==> src/rtl/ssh_pkg.sv <==
`default_nettype none
// ----------------------------------------------------------------------------
// ssh_pkg
// Shared types and constants for the stepper axis stream and homing block.
// ----------------------------------------------------------------------------
package ssh_pkg;

  localparam int unsigned DEBOUNCE_SAMPLES_DEF = 3;
  localparam logic [2:0]  SLOT_DISENGAGED = 3'd4;
  localparam logic [31:0] TICK_MAX = 32'h0000_FFFF;

  // request codes
  localparam logic [1:0] REQ_STREAM = 2'd0;
  localparam logic [1:0] REQ_TICK   = 2'd1;
  localparam logic [1:0] REQ_ARM    = 2'd2;
  localparam logic [1:0] REQ_ABORT  = 2'd3;

  // arm status codes
  localparam logic [1:0] ARM_OK       = 2'd0;
  localparam logic [1:0] ARM_BUSY     = 2'd1;
  localparam logic [1:0] ARM_BAD_ARG  = 2'd2;
  localparam logic [1:0] ARM_MISMATCH = 2'd3;

  // config register indexes
  localparam logic [1:0] CFG_SLOT    = 2'd0;
  localparam logic [1:0] CFG_LATCH   = 2'd1;
  localparam logic [1:0] CFG_TICKS   = 2'd2;

  localparam logic [31:0] LATCH_RUN_RST = 32'd45454;
  localparam logic [7:0]  TICKS_RST = 8'd3;

  // controller to datapath commands
  typedef struct packed {
    logic load;     // capture input word
    logic exec;     // apply update for stream/tick/abort and rejected arm
    logic arm;      // commit homing arm (after divide)
    logic div_start;
    logic out_load; // capture result word
  } ssh_cmd_t;

  // datapath to controller status
  typedef struct packed {
    logic [1:0] req;
    logic       arm_ok;  // checks pass, divide needed
    logic       div_done;
  } ssh_sts_t;

endpackage
`default_nettype wire

==> src/rtl/ssh_ctrl.sv <==
`default_nettype none
// ----------------------------------------------------------------------------
// ssh_ctrl
// Sequencer: takes a word, runs the update (and the ramp divide on arm),
// then presents the result word.
// ----------------------------------------------------------------------------
module ssh_ctrl (
  input  wire logic            clk,
  input  wire logic            rst_n,
  input  wire logic            in_valid,
  output logic                 in_stall,
  output logic                 out_valid,
  input  wire logic            out_stall,
  output ssh_pkg::ssh_cmd_t    cmd,
  input  wire ssh_pkg::ssh_sts_t sts
);

  typedef enum logic [2:0] {S_IDLE, S_EXEC, S_DIV, S_DIVW, S_OUT} state_t;
  state_t state_r;
  logic   out_valid_r;

  assign out_valid = out_valid_r;
  // new word only when idle and no result waiting
  assign in_stall = (state_r != S_IDLE) || out_valid_r;

  always_comb begin
    cmd = '0;
    cmd.load = (state_r == S_IDLE) && in_valid && !out_valid_r;
    unique case (state_r)
      S_IDLE: ;
      S_EXEC: begin
        if (sts.req == ssh_pkg::REQ_ARM && sts.arm_ok) cmd.div_start = 1'b1;
        else begin
          cmd.exec = 1'b1;
          cmd.out_load = 1'b1;
        end
      end
      S_DIV:  ;
      S_DIVW: begin
        if (sts.div_done) begin
          cmd.arm = 1'b1;
          cmd.out_load = 1'b1;
        end
      end
      S_OUT:  ;
      default: ;
    endcase
  end

  always_ff @(posedge clk) begin
    if (!rst_n) begin
      state_r <= S_IDLE;
      out_valid_r <= 1'b0;
    end else begin
      if (out_valid_r && !out_stall) out_valid_r <= 1'b0;
      unique case (state_r)
        S_IDLE: if (cmd.load) state_r <= S_EXEC;
        S_EXEC: begin
          if (cmd.div_start) state_r <= S_DIV;
          else begin
            state_r <= S_IDLE;
            out_valid_r <= 1'b1;
          end
        end
        S_DIV:  state_r <= S_DIVW;
        S_DIVW: if (sts.div_done) begin
          state_r <= S_IDLE;
          out_valid_r <= 1'b1;
        end
        S_OUT:  state_r <= S_IDLE;
        default: state_r <= S_IDLE;
      endcase
    end
  end

endmodule
`default_nettype wire

==> src/rtl/ssh_dp.sv <==
`default_nettype none
// ----------------------------------------------------------------------------
// ssh_dp
// Datapath: axis state, stream and tick updates, arm checks, a 16-step
// restoring divider for the ramp decrement, and the result register.
// ----------------------------------------------------------------------------
module ssh_dp #(
  parameter int unsigned DEBOUNCE_SAMPLES = ssh_pkg::DEBOUNCE_SAMPLES_DEF
) (
  input  wire logic               clk,
  input  wire logic               rst_n,
  input  wire ssh_pkg::ssh_cmd_t  cmd,
  output ssh_pkg::ssh_sts_t       sts,
  input  wire logic               cfg_we,
  input  wire logic [1:0]         cfg_idx,
  input  wire logic [31:0]        cfg_data,
  input  wire logic [1:0]         in_req_type,
  input  wire logic [7:0]         in_stream_byte,
  input  wire logic               in_limit_level,
  input  wire logic               in_home_dir,
  input  wire logic               in_home_retract_intent,
  input  wire logic [15:0]        in_start_us,
  input  wire logic [15:0]        in_floor_us,
  input  wire logic [15:0]        in_ramp_steps,
  input  wire logic [31:0]        in_step_budget,
  output logic                    out_step_out,
  output logic                    out_dir_out,
  output logic signed [31:0]      out_axis_position,
  output logic                    out_homing_busy,
  output logic                    out_limit_flag,
  output logic signed [31:0]      out_leg_span,
  output logic [1:0]              out_arm_status,
  output logic [15:0]             out_interval_ticks
);

  // config
  logic [2:0]  slot_r;
  logic [31:0] latch_run_r;
  logic [7:0]  tpu_r;

  // captured word
  logic [1:0]  req_r;
  logic [7:0]  byte_r;
  logic        lim_r, hdir_r, intent_r;
  logic [15:0] su_r, fu_r, rs_r;
  logic [31:0] budget_r;

  // axis state
  logic [31:0] pos_r, tot_r, base_r, steps_r, span_start_r, span_r;
  logic        dir_r, latch_r, homing_r, mdir_r, mret_r, found_r;
  logic [15:0] cur_r, floor_r, dec_r;
  logic [1:0]  deb_r;

  // products (one 16x8 multiply each, registered)
  logic [23:0] st_r, ft_r;

  // divider
  logic [15:0] quo_r, rem_r;
  logic [4:0]  dcnt_r;

  logic [31:0] pos_nxt, tot_nxt, base_nxt, span_nxt;
  logic        dir_nxt, latch_nxt, homing_nxt, found_nxt, step_nxt;
  logic [15:0] cur_nxt;
  logic [1:0]  deb_nxt, status_nxt;
  logic [31:0] steps_nxt;
  logic        stop;
  logic        bad_arg;
  logic [16:0] trial;

  // config writes
  always_ff @(posedge clk) begin
    if (!rst_n) begin
      slot_r <= ssh_pkg::SLOT_DISENGAGED;
      latch_run_r <= ssh_pkg::LATCH_RUN_RST;
      tpu_r <= ssh_pkg::TICKS_RST;
    end else if (cfg_we) begin
      unique case (cfg_idx)
        ssh_pkg::CFG_SLOT:  slot_r <= cfg_data[2:0];
        ssh_pkg::CFG_LATCH: latch_run_r <= cfg_data;
        ssh_pkg::CFG_TICKS: tpu_r <= cfg_data[7:0];
        default: ;
      endcase
    end
  end

  // input capture and products
  always_ff @(posedge clk) begin
    if (cmd.load) begin
      req_r <= in_req_type; byte_r <= in_stream_byte; lim_r <= in_limit_level;
      hdir_r <= in_home_dir; intent_r <= in_home_retract_intent;
      su_r <= in_start_us; fu_r <= in_floor_us; rs_r <= in_ramp_steps;
      budget_r <= in_step_budget;
      st_r <= in_start_us * tpu_r;
      ft_r <= in_floor_us * tpu_r;
    end
  end

  assign bad_arg = (su_r == '0) || (fu_r == '0) || (fu_r > su_r) || (budget_r == '0)
                 || ({8'd0, st_r} > ssh_pkg::TICK_MAX) || (st_r == '0) || (ft_r == '0);

  always_comb begin
    sts.req = req_r;
    sts.arm_ok = (lim_r == intent_r) && !homing_r && !bad_arg;
    sts.div_done = (dcnt_r == '0);
  end

  // stream / tick / abort update and arm status
  always_comb begin
    pos_nxt = pos_r; tot_nxt = tot_r; base_nxt = base_r; span_nxt = span_r;
    dir_nxt = dir_r; latch_nxt = latch_r; homing_nxt = homing_r;
    found_nxt = found_r; step_nxt = 1'b0; cur_nxt = cur_r; deb_nxt = deb_r;
    steps_nxt = steps_r; status_nxt = ssh_pkg::ARM_OK; stop = 1'b0;
    unique case (req_r)
      ssh_pkg::REQ_STREAM: begin
        if (slot_r < ssh_pkg::SLOT_DISENGAGED && !homing_r) begin
          if (lim_r) begin
            tot_nxt = tot_r + 32'd1;
            if (tot_nxt - base_r >= latch_run_r) latch_nxt = 1'b1;
          end else base_nxt = tot_r;
          if (!lim_r && !latch_nxt) begin
            dir_nxt = byte_r[{slot_r[1:0], 1'b1}];
            if (byte_r[{slot_r[1:0], 1'b0}]) begin
              pos_nxt = dir_nxt ? pos_r + 32'd1 : pos_r - 32'd1;
              step_nxt = 1'b1;
            end
          end
        end
      end
      ssh_pkg::REQ_TICK: begin
        if (homing_r) begin
          if (!mret_r) begin
            if (lim_r) begin
              deb_nxt = deb_r + 2'd1;
              if (32'(deb_nxt) >= DEBOUNCE_SAMPLES) begin
                found_nxt = 1'b1;
                stop = 1'b1;
              end
            end else deb_nxt = '0;
          end
          if (!stop) begin
            if (steps_r == '0) stop = 1'b1;
            else begin
              pos_nxt = mdir_r ? pos_r + 32'd1 : pos_r - 32'd1;
              steps_nxt = steps_r - 32'd1;
              step_nxt = 1'b1;
              if (dec_r != '0 && cur_r > floor_r) begin
                if (cur_r - floor_r <= dec_r) cur_nxt = floor_r;
                else cur_nxt = cur_r - dec_r;
              end
            end
          end
        end
      end
      ssh_pkg::REQ_ARM: begin
        if (lim_r != intent_r) status_nxt = ssh_pkg::ARM_MISMATCH;
        else if (homing_r) status_nxt = ssh_pkg::ARM_BUSY;
        else if (bad_arg) status_nxt = ssh_pkg::ARM_BAD_ARG;
      end
      ssh_pkg::REQ_ABORT: stop = homing_r;
      default: ;
    endcase
    // end of homing leg
    if (stop) begin
      homing_nxt = 1'b0;
      span_nxt = pos_nxt - span_start_r;
      if (mret_r && !lim_r) begin
        latch_nxt = 1'b0;
        base_nxt = tot_nxt;
      end
      if (!mret_r && found_nxt) latch_nxt = 1'b1;
    end
  end

  // trial subtract of the ramp length from the shifted remainder
  assign trial = {rem_r, quo_r[15]} - {1'b0, rs_r};

  // state registers
  always_ff @(posedge clk) begin
    if (!rst_n) begin
      pos_r <= '0; tot_r <= '0; base_r <= '0; steps_r <= '0; span_start_r <= '0;
      span_r <= '0; dir_r <= 1'b0; latch_r <= 1'b0; homing_r <= 1'b0;
      mdir_r <= 1'b0; mret_r <= 1'b0; found_r <= 1'b0; cur_r <= '0;
      floor_r <= '0; dec_r <= '0; deb_r <= '0; dcnt_r <= '0;
    end else begin
      if (cmd.exec) begin
        pos_r <= pos_nxt; tot_r <= tot_nxt; base_r <= base_nxt; span_r <= span_nxt;
        dir_r <= dir_nxt; latch_r <= latch_nxt; homing_r <= homing_nxt;
        found_r <= found_nxt; cur_r <= cur_nxt; deb_r <= deb_nxt;
        steps_r <= steps_nxt;
      end
      // restoring divide: (st - ft) / rs, one quotient bit a cycle
      if (cmd.div_start) begin
        quo_r <= 16'(st_r) - 16'(ft_r);
        rem_r <= '0;
        dcnt_r <= 5'd16;
      end else if (dcnt_r != '0) begin
        dcnt_r <= dcnt_r - 5'd1;
        if (!trial[16]) begin
          rem_r <= trial[15:0];
          quo_r <= {quo_r[14:0], 1'b1};
        end else begin
          rem_r <= {rem_r[14:0], quo_r[15]};
          quo_r <= {quo_r[14:0], 1'b0};
        end
      end
      if (cmd.arm) begin
        mdir_r <= hdir_r; mret_r <= lim_r; floor_r <= 16'(ft_r);
        steps_r <= budget_r; deb_r <= '0;
        cur_r <= (rs_r != '0) ? 16'(st_r) : 16'(ft_r);
        dec_r <= (rs_r != '0) ? quo_r : 16'd0;
        homing_r <= 1'b1; found_r <= 1'b0; span_start_r <= pos_r; dir_r <= hdir_r;
      end
    end
  end

  // result register
  always_ff @(posedge clk) begin
    if (cmd.out_load) begin
      out_step_out <= cmd.arm ? 1'b0 : step_nxt;
      out_dir_out <= cmd.arm ? hdir_r : dir_nxt;
      out_axis_position <= cmd.arm ? pos_r : pos_nxt;
      out_homing_busy <= cmd.arm ? 1'b1 : homing_nxt;
      out_limit_flag <= lim_r | latch_nxt;
      out_leg_span <= span_nxt;
      out_arm_status <= cmd.arm ? ssh_pkg::ARM_OK : status_nxt;
      out_interval_ticks <= cmd.arm ? ((rs_r != '0) ? 16'(st_r) : 16'(ft_r)) : cur_nxt;
    end
  end

endmodule
`default_nettype wire

==> src/rtl/stepper_axis_stream_and_homing.sv <==
`default_nettype none
// ----------------------------------------------------------------------------
// stepper_axis_stream_and_homing
// One stepper axis with limit switch: stream stepping and ramped homing.
// ----------------------------------------------------------------------------
// Usage:
//   Input channel (in_valid / in_stall) carries one request word: a stream
//   byte, a pulser tick, a homing arm or an abort. Each word yields exactly
//   one result word on the output channel (out_valid / out_stall).
//   Config channel (cfg_valid / cfg_ready, cfg_index, cfg_data) writes the
//   slot binding, the latch run length and ticks per microsecond; it is
//   always ready and should be used only while the block is idle.
// Sequencing:
//   Stream, tick, abort and rejected arm words present their result once the
//   update is registered; an accepted arm runs the 16-step ramp divider first
//   and presents its result when the divide is done. One word is in flight
//   at a time; the next is taken the cycle after the result is delivered.
// Reset (rst_n low, synchronous): slot disengaged, latch and homing cleared,
//   position zero, config at its defaults.
// Stall: a stalled result holds; in_stall stays high until it is taken.
// ----------------------------------------------------------------------------
module stepper_axis_stream_and_homing #(
  parameter int unsigned DEBOUNCE_SAMPLES = ssh_pkg::DEBOUNCE_SAMPLES_DEF
) (
  input  wire logic               clk,
  input  wire logic               rst_n,
  input  wire logic               in_valid,
  output logic                    in_stall,
  input  wire logic [1:0]         in_req_type,
  input  wire logic [7:0]         in_stream_byte,
  input  wire logic               in_limit_level,
  input  wire logic               in_home_dir,
  input  wire logic               in_home_retract_intent,
  input  wire logic [15:0]        in_start_us,
  input  wire logic [15:0]        in_floor_us,
  input  wire logic [15:0]        in_ramp_steps,
  input  wire logic [31:0]        in_step_budget,
  output logic                    out_valid,
  input  wire logic               out_stall,
  output logic                    out_step_out,
  output logic                    out_dir_out,
  output logic signed [31:0]      out_axis_position,
  output logic                    out_homing_busy,
  output logic                    out_limit_flag,
  output logic signed [31:0]      out_leg_span,
  output logic [1:0]              out_arm_status,
  output logic [15:0]             out_interval_ticks,
  input  wire logic               cfg_valid,
  output logic                    cfg_ready,
  input  wire logic [1:0]         cfg_index,
  input  wire logic [31:0]        cfg_data
);

  ssh_pkg::ssh_cmd_t cmd;
  ssh_pkg::ssh_sts_t sts;

  assign cfg_ready = 1'b1;

  ssh_ctrl u_ctrl (
    .clk, .rst_n, .in_valid, .in_stall, .out_valid, .out_stall, .cmd, .sts
  );

  ssh_dp #(.DEBOUNCE_SAMPLES(DEBOUNCE_SAMPLES)) u_dp (
    .clk, .rst_n, .cmd, .sts,
    .cfg_we(cfg_valid & cfg_ready), .cfg_idx(cfg_index), .cfg_data,
    .in_req_type, .in_stream_byte, .in_limit_level, .in_home_dir,
    .in_home_retract_intent, .in_start_us, .in_floor_us, .in_ramp_steps,
    .in_step_budget, .out_step_out, .out_dir_out, .out_axis_position,
    .out_homing_busy, .out_limit_flag, .out_leg_span, .out_arm_status,
    .out_interval_ticks
  );

endmodule
`default_nettype wire

==> config.mk <==
export PLATFORM = sky130hd
export DESIGN_NAME = stepper_axis_stream_and_homing
export DESIGN_NICKNAME = d
export VERILOG_FILES = /design/src/rtl/ssh_pkg.sv /design/src/rtl/ssh_ctrl.sv /design/src/rtl/ssh_dp.sv /design/src/rtl/stepper_axis_stream_and_homing.sv
export SDC_FILE = /design/constraint.sdc
export NUM_CORES = 2
export LEC_CHECK = 0
export ABC_CLOCK_PERIOD_IN_PS = 8780
export BUFFER_PORTS_ARGS = -buffer_cell sky130_fd_sc_hd__clkbuf_2
export CORE_AREA = 5 5 287 289
export CTS_BUF_LIST = sky130_fd_sc_hd__clkbuf_4 sky130_fd_sc_hd__clkbuf_8
export CTS_CLUSTER_SIZE = 8
export DETAILED_ROUTE_END_ITERATION = 16
export DIE_AREA = 0 0 292 294
export PLACE_DENSITY_LB_ADDON = 0.08
export SLEW_MARGIN = 10
export SYNTH_ARGS = -nofsm -noshare
export SYNTH_HDL_FRONTEND = slang
export SYNTH_SLANG_ARGS = --single-unit
export TNS_END_PERCENT = 50
==> constraint.sdc <==
create_clock -name clk -period 8.78 [get_ports clk]
set_input_delay 0.439 -clock clk [delete_from_list [all_inputs] [get_ports clk]]
set_output_delay 0.439 -clock clk [all_outputs]
set_load 0.02 [all_outputs]
==> flow_summary.ini <==
[place]
gp_congestion = 0.864
post-dp-hpwl_mm = 75.1
io_buffers = 219
place_ws_ns = 2.10

[sta]
tns_ns = 0
rsz0062_at_grt = false
slew_headroom_pct = 23.1
period_minus_slack_ns = 6.76
fin_hold_ws_ns = 0.0411
tightest_slew_ns = 1.15
clock.fmax_ghz = 0.148
slew_viol_final = 0
layout_setup_ws_ns = 2.02
finClkSkew_ns = 0.0545
setup_violations = 0
hold_viol = 0
period_share_pct = 77.0

[global_routing]
grt_pass1_wl_mm = 168
grt.total_usage_pct = 23.9
grt_max_degree = 159
overflow = 0
first_global_vias = 31300
antenna_found_initial = 3

[power]
p_leak_nw = 19.2
power.density_mw_per_mm2 = 177
switching_share_pct = 32.2
clkPwrFrac_pct = 32.4
peakVddDrop_mv = 0.103
p_comb_share_pct = 26.9
p_switching_mw = 2.52
internal_power_mw = 5.31
sequentialPowerShare_pct = 40.7

[yosys]
syn_nets = 5050
synth_top_flop_cell = dfxtp_1
synth_area_mm2 = 0.0393
syn_area_per_cell_um2 = 8.81
synth_edf_count = 259
async_flop_share_pct = 0
synthDistinctLibCells = 86
ys_ff_latch = 558
ys_warn_count = 0
ys_seq_area_share_pct = 35.0
syn-instance-count = 4461

[finish]
area_delta_synth_final_pct = 12.7
multi_input_area_mm2 = 0.0233
layout_commonest_cell = nand2_1
final_cell_mix = 557 x nand2_1, 404 x inv_1, 377 x nor2_1
nets = 5290
drive_gt1_share_pct = 10.2
area.sequential_mm2 = 0.0138
fillers = 7435

[floorplan]
rows = 104
die_height_um = 294
io_pins = 221
die_w_um = 292
initial_core_util_pct = 49.3
die-area_mm2 = 0.0858
core_mm2 = 0.0796

[worst_setup_path]
worst-setup-path-type = reg -> reg
cp-start-kind = flop
critPathCaptureType = flop
required_ns = 9.23
cp.arrival_ns = 7.21
crit_fanout = 7

[clock_tree]
cts_buffers = 100
worstSkewPairLatency_ns = 0.72
path_clk_slew_ns = 0.07
cts_tree = built
htree_levels = 3
clockBufferDepth = 3
cts_num_sinks = 558
post-cts-setup-buffers = 0
cts_root_buf = clkbuf_8

[route]
num_vias = 32100
dr.first_iter.drc_count = 1891
wl_mm = 104
wl_per_cell_um = 17.9
wl_met1_mm = 49.3
drtPass1Iterations = 7
ant_nets = 0
vias_per_cell = 5.50
dr_wl_met2_mm = 47.9
top_layer_used = met5
dr_wl_met3_mm = 5.13
drc = 0

[min_path]
hold_path.class = in -> reg

[job]
drv_cap = 0

[run_status]
status = finished clean
==> through the flow <==
stage	utilization [%]	cell area [um^2]	cells	total power, mW
after floorplan	-	39300	4461	4.77
after global placement	51.9	41300	5569	5.29
after detailed placement	51.9	41300	5569	5.31
after CTS	55.6	44300	5846	7.93
after global routing	55.6	44300	5847	8.35
final	55.6	44300	5848	7.83
==> layout make-up <==
| class | count | area share [%] |
|---|---|---|
| multi-input cells | 3289 | 52.6 |
| flip-flops and latches | 558 | 31.1 |
| repair buffers | 346 | 5.19 |
| clock buffers | 141 | 3.97 |
| inverters | 406 | 3.46 |
| well taps | 1060 | 2.99 |
| clock inverters | 46 | 0.735 |
| diodes | 2 | 0.0113 |
==> power by group through the flow <==
stage               Clock [mW]  Combinational (mW)  Sequential (mW)
floorplan                    0                1.57             3.20
global placement             0                2.05             3.24
detailed placement           0                2.07             3.24
CTS                       2.62                2.12             3.19
global route              2.75                2.39             3.21
finish                    2.54                2.10             3.19
==> sequential cells by signal, summed over array words and instances (netlist names), 16 cells and up <==
signal                   cells
u_dp.latch_run_r            32
u_dp.su_r                   16
u_dp.ft_r                   24
u_dp.span_start_r           32
u_dp.base_r                 32
u_dp.rem_r                  16
u_dp.pos_r                  32
u_dp.span_r                 32
u_dp.st_r                   24
u_dp.out_leg_span           32
u_dp.floor_r                16
u_dp.quo_r                  16
u_dp.steps_r                32
u_dp.cur_r                  16
u_dp.dec_r                  16
u_dp.rs_r                   16
u_dp.out_interval_ticks     16
u_dp.out_axis_position      32
u_dp.fu_r                   16
u_dp.budget_r               32
u_dp.tot_r                  32
==> cell usage after synthesis (12+ instances only) <==
cell      instances  area (um^2)
a211oi_1         37          278
a21o_1           64          480
a21oi_1         317         1590
a22oi_1          12         90.1
a31oi_1          38          238
and2_1          140          876
and3_1           43          269
buf_1            16         60.1
clkbuf_1        181          679
dfxtp_1         299         5990
edfxtp_1        259         7780
fa_1            174         3480
ha_1            283         3540
inv_1           405         1520
mux2i_1          90          901
nand2_1         558         2090
nand2b_1         33          206
nand3_1         108          541
nand4_1          49          307
nor2_1          379         1420
nor2b_1          32          200
nor3_1          108          541
nor4_1           61          382
o211ai_1         26          195
o21a_1           26          195
o21ai_0         181          906
o21bai_1         25          188
o31ai_1          25          188
or2_2            17          106
or3_1            41          257
xnor2_1         144         1260
xor2_1          107          937
==> what timing repair did <==
item	in CTS	in global routing
resized for setup	0	0
endpoints found under the setup margin	0	0
hold buffers	90	0
hold endpoints to repair	94	0
==> cells by family after synthesis <==
logic type	after synthesis	synth area share, %
muxes	97	2.55
other	1	0.00954
AOI/OAI and AO/OA	859	13.4
buffers and inverters	614	5.97
adders and majority gates	457	17.9
DFF	558	35.0
xor gates and xnor gates	252	5.65
and+or+nand+nor	1623	19.5
==> critical path, cell delays in order (launching register included) <==
cell	delay (ns)
dfxtp_1	0.36
or4_4	0.59
or4_1	0.56
nor4_4	0.43
a2111oi_0	0.20
or2_2	0.41
a32o_1	0.25
nand2_1	0.15
xnor2_1	0.16
ha_1	0.31
a21o_1	0.21
or2_2	0.31
o31ai_1	0.55
a211oi_1	0.27
a31oi_1	0.40
o21ai_0	0.29
a221o_1	0.47
a311oi_1	0.34
xor2_1	0.17
o21ai_0	0.08
==> routing by layer <==
metal,GRT usage (%),vias up
li1,-,15900
met1,33.8,15400
met2,39.3,766
met3,3.13,156
met4,5.77,2
met5,0,-
==> worst paths after layout <==
check                       start  depth (start not counted)                    end  slack [ns]
max              u_dp.steps_r[19]                         19  u_dp.out_leg_span[28]        2.02
min            in_step_budget[15]                          1      u_dp.budget_r[15]        0.04
max reg2reg      u_dp.steps_r[19]                         19  u_dp.out_leg_span[28]        2.02
min reg2reg  u_dp.latch_run_r[19]                          2   u_dp.latch_run_r[19]        0.45
Power figures use the tool's default switching activity.
